$ cat config.mk
export PLATFORM = sky130hd
export DESIGN_NAME = base64_encoder_custom_alphabet_top
export DESIGN_NICKNAME = d
export VERILOG_FILES = /design/src/rtl/b64e_pkg.sv /design/src/rtl/base64_encoder_custom_alphabet_top.sv /design/src/rtl/b64e_encode.sv /design/src/rtl/b64e_serial.sv
export VERILOG_INCLUDE_DIRS = /design/src /design/src/rtl
export SDC_FILE = /design/constraint.sdc
export NUM_CORES = 1
export LEC_CHECK = 0
export BUFFER_PORTS_ARGS = -buffer_cell sky130_fd_sc_hd__buf_4
export CORE_ASPECT_RATIO = 0.8
export CORE_MARGIN = 10
export CORE_UTILIZATION = 35
export CTS_CLUSTER_SIZE = 12
export DETAILED_ROUTE_END_ITERATION = 10
export PLACE_DENSITY = 0.63
export SETUP_SLACK_MARGIN = 0.3
export SYNTH_ARGS = -nofsm -noshare
export SYNTH_HDL_FRONTEND = slang
export SYNTH_SLANG_ARGS = --single-unit
$ cat constraint.sdc
create_clock -name aclk -period 5.63 [get_ports aclk]
set_input_delay 0.8445 -clock aclk [delete_from_list [all_inputs] [get_ports aclk]]
set_output_delay 0.8445 -clock aclk [all_outputs]
set_load 0.02 [all_outputs]
$ cat src/rtl/base64_encoder_custom_alphabet_top_macros.svh
// Assertion helpers shared by the encoder modules.
// Every macro expects aclk and aresetn in scope.
`ifndef BASE64_ENCODER_CUSTOM_ALPHABET_TOP_MACROS_SVH
`define BASE64_ENCODER_CUSTOM_ALPHABET_TOP_MACROS_SVH

// Property that must hold at every edge outside reset.
`define B64E_ASSERT(label, prop, msg) \
    label: assert property (@(posedge aclk) disable iff (!aresetn) (prop)) else $error(msg);

// Implication: trigger |-> consequence.
`define B64E_ASSERT_IMP(label, trig, cons, msg) \
    label: assert property (@(posedge aclk) disable iff (!aresetn) (trig) |-> (cons)) \
        else $error(msg);

// Next-cycle implication: trigger |=> consequence.
`define B64E_ASSERT_NXT(label, trig, cons, msg) \
    label: assert property (@(posedge aclk) disable iff (!aresetn) (trig) |=> (cons)) \
        else $error(msg);

`endif

$ cat src/rtl/b64e_pkg.sv
package b64e_pkg;

    localparam int unsigned SymWidth  = 6;
    localparam int unsigned CharWidth = 7;
    localparam int unsigned MaxSyms   = 4;
    localparam int unsigned IdxWidth  = $clog2(MaxSyms);

    typedef logic [SymWidth-1:0]  sym_t;
    typedef logic [CharWidth-1:0] char_t;
    typedef logic [IdxWidth-1:0]  idx_t;

    localparam logic [1:0] PhaseFirst  = 2'd0;
    localparam logic [1:0] PhaseSecond = 2'd1;
    localparam logic [1:0] PhaseThird  = 2'd2;

    // Symbols produced by one input byte; last_idx is the index of the final one.
    typedef struct packed {
        logic                     fin;
        idx_t                     last_idx;
        logic [MaxSyms-1:0][SymWidth-1:0] syms;
    } burst_t;

    // Alphabet: '.', '\', '0'-'9', 'A'-'Z', 'a'-'z'.
    function automatic char_t sym_to_char(input sym_t sym);
        char_t c;
        c = '0;
        if (sym == 6'd0) begin
            c = 7'h2E;
        end else if (sym == 6'd1) begin
            c = 7'h5C;
        end else if (sym inside {[6'd2:6'd11]}) begin
            c = 7'({1'b0, sym} + 7'h2E);
        end else if (sym inside {[6'd12:6'd37]}) begin
            c = 7'({1'b0, sym} + 7'h35);
        end else begin
            c = 7'({1'b0, sym} + 7'h3B);
        end
        return c;
    endfunction

endpackage

$ cat src/rtl/base64_encoder_custom_alphabet_top.sv
// Path: an accepted byte is registered in the burst register, then each of its characters in
//   turn in the output register.
// Throughput: one character per cycle while m_tready is high; a byte holds the burst register
//   until all its characters move out (1 or 2, up to 4 on a final byte; about 4/3 on average).
// Reset (aresetn low, synchronous): group phase and leftover bits clear, both stages empty.
module base64_encoder_custom_alphabet_top (
    input  logic       aclk,
    input  logic       aresetn,
    input  logic       s_tvalid,
    output logic       s_tready,
    input  logic [7:0] s_tdata,   // [7:0] data_byte
    input  logic       s_tlast,   // final_byte
    output logic       m_tvalid,
    input  logic       m_tready,
    output logic [7:0] m_tdata,   // [6:0] out_char, [7] zero
    output logic       m_tlast,   // run_last
    output logic [0:0] m_tuser    // [0] message_end
);

    logic             burst_valid;
    b64e_pkg::burst_t burst;
    logic             pop_last;
    b64e_pkg::char_t  out_char;
    logic             out_end;

    b64e_encode u_encode (
        .aclk        (aclk),
        .aresetn     (aresetn),
        .in_valid    (s_tvalid),
        .in_ready    (s_tready),
        .in_byte     (s_tdata),
        .in_fin      (s_tlast),
        .pop_last    (pop_last),
        .burst_valid (burst_valid),
        .burst       (burst)
    );

    b64e_serial u_serial (
        .aclk        (aclk),
        .aresetn     (aresetn),
        .burst_valid (burst_valid),
        .burst       (burst),
        .pop_last    (pop_last),
        .out_valid   (m_tvalid),
        .out_ready   (m_tready),
        .out_char    (out_char),
        .out_last    (m_tlast),
        .out_end     (out_end)
    );

    assign m_tdata    = {1'b0, out_char};
    assign m_tuser[0] = out_end;

endmodule

$ cat src/rtl/b64e_encode.sv
`include "base64_encoder_custom_alphabet_top_macros.svh"

module b64e_encode (
    input  logic              aclk,
    input  logic              aresetn,
    input  logic              in_valid,
    output logic              in_ready,
    input  logic [7:0]        in_byte,
    input  logic              in_fin,
    input  logic              pop_last,
    output logic              burst_valid,
    output b64e_pkg::burst_t  burst
);

    logic [1:0]       phase_reg, phase_next;
    logic [3:0]       left_reg, left_next;
    logic             burst_valid_reg, burst_valid_next;
    b64e_pkg::burst_t burst_reg, burst_next;
    logic             accept;

    // Burst slot frees up in the same cycle its last symbol moves out.
    assign in_ready    = !burst_valid_reg || pop_last;
    assign accept      = in_valid && in_ready;
    assign burst_valid = burst_valid_reg;
    assign burst       = burst_reg;

    always_comb begin
        phase_next       = phase_reg;
        left_next        = left_reg;
        burst_next       = burst_reg;
        burst_valid_next = burst_valid_reg;
        if (pop_last) begin
            burst_valid_next = 1'b0;
        end
        if (accept) begin
            burst_valid_next = 1'b1;
            burst_next.fin   = in_fin;
            burst_next.syms  = '0;
            case (phase_reg)
                b64e_pkg::PhaseSecond: begin
                    burst_next.syms[0] = {left_reg[1:0], in_byte[7:4]};
                    if (in_fin) begin
                        burst_next.syms[1] = {in_byte[3:0], 2'b00};
                    end
                    burst_next.last_idx = in_fin ? 2'd2 : 2'd0;
                    left_next           = in_byte[3:0];
                    phase_next          = b64e_pkg::PhaseThird;
                end
                b64e_pkg::PhaseThird: begin
                    burst_next.syms[0]  = {left_reg, in_byte[7:6]};
                    burst_next.syms[1]  = in_byte[5:0];
                    burst_next.last_idx = 2'd1;
                    left_next           = '0;
                    phase_next          = b64e_pkg::PhaseFirst;
                end
                default: begin
                    burst_next.syms[0] = in_byte[7:2];
                    if (in_fin) begin
                        burst_next.syms[1] = {in_byte[1:0], 4'b0000};
                    end
                    burst_next.last_idx = in_fin ? 2'd3 : 2'd0;
                    left_next           = {2'b00, in_byte[1:0]};
                    phase_next          = b64e_pkg::PhaseSecond;
                end
            endcase
            // Final byte: restart grouping for the next message.
            if (in_fin) begin
                phase_next = b64e_pkg::PhaseFirst;
                left_next  = '0;
            end
        end
    end

    always_ff @(posedge aclk) begin
        if (!aresetn) begin
            phase_reg       <= b64e_pkg::PhaseFirst;
            left_reg        <= '0;
            burst_valid_reg <= 1'b0;
        end else begin
            phase_reg       <= phase_next;
            left_reg        <= left_next;
            burst_valid_reg <= burst_valid_next;
        end
        burst_reg <= burst_next;
    end

    `B64E_ASSERT(a_phase_legal, phase_reg != 2'd3, "group phase reached an unused code")
    `B64E_ASSERT_NXT(a_fin_restarts, accept && in_fin,
        phase_reg == b64e_pkg::PhaseFirst && left_reg == 4'd0, "final byte left state behind")
    `B64E_ASSERT_NXT(a_burst_holds, burst_valid_reg && !pop_last,
        burst_valid_reg && $stable(burst_reg), "pending burst changed before it drained")

endmodule

$ cat src/rtl/b64e_serial.sv
`include "base64_encoder_custom_alphabet_top_macros.svh"

module b64e_serial (
    input  logic                 aclk,
    input  logic                 aresetn,
    input  logic                 burst_valid,
    input  b64e_pkg::burst_t     burst,
    output logic                 pop_last,
    output logic                 out_valid,
    input  logic                 out_ready,
    output b64e_pkg::char_t      out_char,
    output logic                 out_last,
    output logic                 out_end
);

    b64e_pkg::idx_t  idx_reg, idx_next;
    logic            valid_reg, valid_next;
    b64e_pkg::char_t char_reg, char_next;
    logic            last_reg, last_next;
    logic            end_reg, end_next;
    logic            pop;
    logic            at_last;

    assign pop      = burst_valid && (!valid_reg || out_ready);
    assign at_last  = idx_reg == burst.last_idx;
    assign pop_last = pop && at_last;

    assign out_valid = valid_reg;
    assign out_char  = char_reg;
    assign out_last  = last_reg;
    assign out_end   = end_reg;

    always_comb begin
        idx_next   = idx_reg;
        valid_next = valid_reg;
        char_next  = char_reg;
        last_next  = last_reg;
        end_next   = end_reg;
        if (pop) begin
            valid_next = 1'b1;
            char_next  = b64e_pkg::sym_to_char(burst.syms[idx_reg]);
            last_next  = at_last;
            end_next   = at_last && burst.fin;
            idx_next   = at_last ? '0 : b64e_pkg::idx_t'(idx_reg + 1'b1);
        end else if (out_ready) begin
            valid_next = 1'b0;
        end
    end

    always_ff @(posedge aclk) begin
        if (!aresetn) begin
            idx_reg   <= '0;
            valid_reg <= 1'b0;
        end else begin
            idx_reg   <= idx_next;
            valid_reg <= valid_next;
        end
        char_reg <= char_next;
        last_reg <= last_next;
        end_reg  <= end_next;
    end

    `B64E_ASSERT_IMP(a_end_is_last, valid_reg && end_reg, last_reg,
        "message end flagged on a beat that does not close its byte")
    `B64E_ASSERT_IMP(a_idx_in_burst, burst_valid, idx_reg <= burst.last_idx,
        "symbol index ran past the burst")
    `B64E_ASSERT_NXT(a_idx_wraps, pop_last, idx_reg == 2'd0,
        "symbol index not rewound after the burst drained")

endmodule

; Word level (Yosys, flattened, before mapping)
; Index checks and enable logic that the tools add are counted.
[totals]
out_inout_bits = 12
wordCells = 60
input_bits = 13
ff_bits = 34
[classes]
magnitude_cmp = 5
eq_ne = 4
muxes = 20
n_addsub = 4
reduce_logical = 14
[op_table]
columns = operator, count
row1 = $pmux 12 s2, 1
row2 = $add 6x6->7 const B, 3
row3 = $mux 7, 3
row4 = $mux 6, 3
row5 = $bmux 6 s2, 1
row6 = $mux 2, 4
row7 = $pmux 2 s2, 2
row8 = $pmux 4 s2, 1
row9 = $eq 6x1->1 const B, 1
row10 = $ge 6x2->1 const B, 1
row11 = $ge 6x4->1 const B, 1
row12 = $le 6x4->1 const B, 1
row13 = $le 6x6->1 const B, 1
row14 = $logic_and 1x1->1, 6
row15 = $logic_not 6->1, 1
row16 = $mux 1, 4
row17 = $mux 4, 1
row18 = $reduce_bool 2->1, 2
row19 = $lt 2x3->1 const B, 1
row20 = $add 2x1->2 const B, 1
row21 = $eq 2x1->1 const B, 1
row22 = $eq 2x2->1, 1
row23 = $eq 2x2->1 const B, 1
row24 = $logic_not 1->1, 2
row25 = 2 further kinds, 3

; Longest topological paths before layout
[depth]
depth_word = 7
depth_mapped = 11
ltp_nobuf = 9

; Modules after synthesis
; Synthesis repeated with hierarchy kept, for this count alone.
[unflattened]
cells_unflattened = 200
hier_area_um2 = 2178.3
[modules_own_cells]
columns = mod, instances, seq_area_each_um2, cells_per_inst, area_each_um2
row1 = b64e_encode, 1, 590.6, 104, 1139.8
row2 = b64e_serial, 1, 330.3, 94, 1027.2
row3 = base64_encoder_custom_alphabet_top, 1, 0.0, 2, 11.3

; Worst setup path after synthesis
; Ideal clock, no wire load.
[synth_timing]
kind = reg-to-reg
from = register u_serial.idx_reg[0]
to = register u_serial.char_reg[5], in the netlist u_serial.out_char[5], data pin
synth_period_minus_slack_ns = 2.734
arrival_ns = 2.478
slack_ns = 2.896
required_time_ns = 5.374
path_stages_with_launch = 11
path_cell_list = dfxtp_1 buf_6 buf_4 nand3b_1 a41oi_2 and2_1 ha_1 a21oi_1 o22ai_1 or4_1 a41o_1
[synth_via]
elab_chain_len = 7
word_cells_on_any_way = 16
classes_between = 3 x add/sub / 4 x order compare / 1 x eq/ne / 5 x mux / 3 x reduce/logical
[synth_lines]
columns = element, line_no
row1 = from (decl), b64e_serial.sv:16  ; b64e_pkg::idx_t idx_reg, idx_next;
row2 = from (signal assigned), b64e_serial.sv:55  ; idx_reg <= idx_next;
row3 = $bmux 6 s2 (*), b64e_serial.sv:41  ; char_next = b64e_pkg::sym_to_char(burst.syms[idx_reg]);
row4 = $mux 6 (not written as such) (*), b64e_serial.sv:41
row5 = $ge 6x4->1 or $le 6x6->1 (tied branches), b64e_pkg.sv:33  ; end else if (sym inside {[6'd12:6'd37]}) begin
row6 = $logic_and 1x1->1, b64e_pkg.sv:33
row7 = $mux 7, b64e_pkg.sv:33
row8 = $mux 7, b64e_pkg.sv:31  ; end else if (sym inside {[6'd2:6'd11]}) begin
row9 = $mux 7, b64e_pkg.sv:29  ; end else if (sym == 6'd1) begin
row10 = to (signal assigned), b64e_serial.sv:58  ; char_reg <= char_next;
row11 = to (decl), b64e_serial.sv:18  ; b64e_pkg::char_t char_reg, char_next;
; Every way passes the cells marked *; elsewhere a longest branch is shown, timed or not. The select of a mux whose other input is x is not followed.
; A chain may end at the register's enable or synchronous reset.

; Worst setup path after layout
; Ends and elaborated chain as after synthesis.

==> results_dict.tcl <==
set metrics [dict create \
    status "finished, final reports clean" \
    core-area_mm2 0.00547 \
    clkPwrFrac_pct 27.0 \
    pwr_density_cell_mw_per_mm2 305 \
    worstHoldStart "u_encode.left_reg[3]" \
    grt_start_max_net_pins 23 \
    yosys-top-cells-area "edfxtp_1 (37%), dfxtp_1 (10%), ha_1 (4.5%), mux2i_1 (4.1%), a21boi_1 (2.7%)" \
    cpPeakStageDelay_ns 0.73 \
    reg2reg_to "u_serial.out_char[5]" \
    ir_worst_vdd_mv 0.0997 \
    io_buffer_count 23 \
    worstMarginPinSlew_ns 0.636 \
    io_pins 25 \
    yosysTopAreaCell "edfxtp_1" \
    path_depth 9 \
    syn_inst 190 \
    ctsResizeCount 0 \
    numCtsBuffers 5 \
    power_leakage_nw 0.839 \
    yosysTopAreaCellShare_pct 36.6 \
    hold_path.class "reg -> reg" \
    routed_wl_mm 4.14 \
    worstSetupPathType "reg -> reg" \
    async_flop_share_pct 0 \
    largest_reg_flops 15 \
    synth_area_mm2 0.00197 \
    tns_ns 0 \
    antenna_found_initial 0 \
    final.period_utilization_pct 58.8 \
    hold_path_end "u_encode.left_reg[3]" \
    synth_nets 211 \
    reg2regPathDepth 9 \
    critical_path.top_delay_family "compound AO/OA/AOI/OAI gates" \
    ys_warn_count 0 \
    grt_pass1_wl_mm 6.86 \
    areaGrowthSynthToFinish_pct 16.0 \
    p_sw_mw 0.214 \
    synthFlopType "edfxtp_1" \
    rsz0062_at_grt "false" \
    setup_viol 0 \
    drtIter0Drc 57 \
    die_h_um 87.1 \
    avgSynthCellArea_um2 10.4 \
    fin_util_pct 41.8 \
    vias 1485 \
    initial_core_util_pct 36.0 \
    synth_edf_count 24 \
    synth_seq_cells 34 \
    gp_congestion 0.904 \
    cts.path.max_buffers 2 \
    drc 0 \
    arrival_ns 3.35 \
    die_x_um 104 \
    dpl.hpwl_mm 3.05 \
    ys_seq_area_share_pct 46.8 \
    rr_startpoint "u_serial.idx_reg[0]" \
    intPower_mw 0.481 \
    pwr-share-comb_pct 28.1 \
    seqPwrFrac_pct 44.8 \
    r2r_setup_slack_ns 2.32 \
    hold_viol 0 \
    viasPerCell 5.14 \
    end_kind "flop" \
    fp-row-count 24 \
    grt_pass1_vias 1475 \
    drive_gt1_share_pct 17.5 \
    hold_path_depth 2 \
    cp_num_buf_inv 0 \
    post-cts-setup-buffer-count 0 \
    die-area_mm2 0.00904 \
    finalClockSkew_ns 0.00701 \
    dr.pass1.iters 4 \
    cpMaxStageDelayCell "dfxtp_1" \
    ctsHoldBuffers 0 \
    startpoint_type "flop" \
    synth_most_common_cell "edfxtp_1" \
    antenna_left 0 \
    fmax_ghz 0.302 \
    clkLatencyLatePin_ns 0.28 \
    slew_viol_final 0 \
    cts.htree.levels 2 \
    regArea_um2 921 \
    path_clk_slew_ns 0.07 \
    fill_cells 552 \
    cts_root_buffer "clkbuf_8" \
    diodes 0 \
    track_usage_pct 9.07 \
    cp_max_fo 16 \
    drv_cap 0 \
    final_nets 231 \
    synth_common_cells "edfxtp_1 (24), nor2_1 (13), nand2_1 (11)" \
    grt_overflow 0 \
    multi_input_area_um2 960 \
    p_sw_share_pct 30.8 \
    synth.distinct_cells 55 \
    post_drt_wl_per_cell_um 14.3 \
    cts_tree "yes" \
    cts_sinks 34 \
    maxSlewHeadroom_pct 57.6 \
    worstPathRequired_ns 5.67 \
    path_cells "mux2i_1 > nor2_1 > o31ai_1 > and2_1 > ha_1 > a21oi_1 > o22ai_1 > or4_1 > a41o_1" \
    min_period_ns 3.31 \
]
-- cells in the final DEF (no fill, tap or decap), types with 2 or more instances in the layout --
cell and count:
ha_1 7, nand4b_1 3, dfxtp_1 10, a221o_1 2
a32oi_1 4, o21ai_1 6, edfxtp_1 24, mux2i_1 8
nand3_1 3, xor2_1 2, buf_4 24, nor2_1 13
clkbuf_8 6, nand2_1 11, o21a_1 2, a21o_1 2
a21boi_1 7, o211ai_1 2, xnor2_1 3, a211oi_1 2
a22oi_1 6, nor2b_1 2, o21ai_0 8, nand4_1 4
and2_1 6, nor3b_1 2, or2_2 2, inv_1 7
a21oi_1 4, nor3_1 5
-- power by group through the flow --
| stage | clock network, mW | registers, mW | logic, mW |
|---|---|---|---|
| floorplan | 0 | 0.324 | 0.134 |
| global placement | 0 | 0.317 | 0.198 |
| detailed placement | 0 | 0.318 | 0.195 |
| CTS | 0.195 | 0.312 | 0.196 |
| global route | 0.202 | 0.314 | 0.220 |
| finish | 0.188 | 0.312 | 0.196 |
-- metal layers --
layer	vias up	GRT usage, %	share of wire [%]
li1	758	-	-
met2	33	13.1	41
met3	7	3.77	5.6
met5	-	0	0
met4	0	3.15	1.3
met1	687	11.9	52
-- final cells by class --
| type | count | share of cell area, % |
|---|---|---|
| Clock inverter | 2 | 0.548 |
| Tap cell | 78 | 4.27 |
| Sequential cell | 34 | 40.3 |
| Inverter | 8 | 1.32 |
| Timing Repair Buffer | 24 | 7.89 |
| Clock buffer | 6 | 3.62 |
| Multi-Input combinational cell | 137 | 42.0 |
-- worst max-delay path by stage --
| stage | start | to | slack, ns |
|---|---|---|---|
| 6_report | u_serial.idx_reg[0] | u_serial.out_char[5] | 2.32 |
| 5_1_grt | u_serial.idx_reg[0] | u_serial.out_char[5] | 2.12 |
| 4_1_cts | u_serial.idx_reg[0] | u_serial.out_char[5] | 2.37 |
| 3_5_place_dp | u_serial.idx_reg[0] | u_serial.out_char[5] | 2.37 |
| 3_3_place_gp | u_serial.idx_reg[0] | u_serial.out_char[5] | 2.44 |
| 2_1_floorplan | u_serial.idx_reg[0] | u_serial.out_char[5] | 2.90 |
-- per-stage QoR --
step / power (mW) / std cells / setup WS, ns / hold WS (ns) / area [µm²]
6_report: 0.696 / 289 / 2.32 / 0.492 / 2280
3_5_place_dp: 0.512 / 281 / 2.37 / 0.479 / 2190
4_1_cts: 0.702 / 289 / 2.37 / 0.492 / 2280
2_1_floorplan: 0.458 / 190 / 2.90 / 0.454 / 1970
3_3_place_gp: 0.516 / 281 / 2.44 / 0.469 / 2190
5_1_grt: 0.737 / 289 / 2.12 / 0.508 / 2280
-- worst register-to-register path: cells and delay by family (launching register included) --
kind	cells	cell delay (ns)
compound gates	4	0.95
flops	1	0.73
simple gates	3	0.72
mux	1	0.40
fa+ha+maj	1	0.27
-- cell families (layout without fill, tap and decap cells) --
family | count (synthesis) | count (layout) | synth area share (%)
and+or+nand+nor | 57 | 57 | 15.2
AOI/OAI and AO/OA | 56 | 56 | 20.5
DFF | 34 | 34 | 46.8
buffers and inverters | 19 | 40 | 4.45
muxes | 10 | 10 | 5.21
adders and majority gates | 8 | 8 | 5.47
xor gates and xnor gates | 5 | 5 | 2.23
other | 1 | 1 | 0.191
Note: power is estimated with default switching activity, not from simulation.
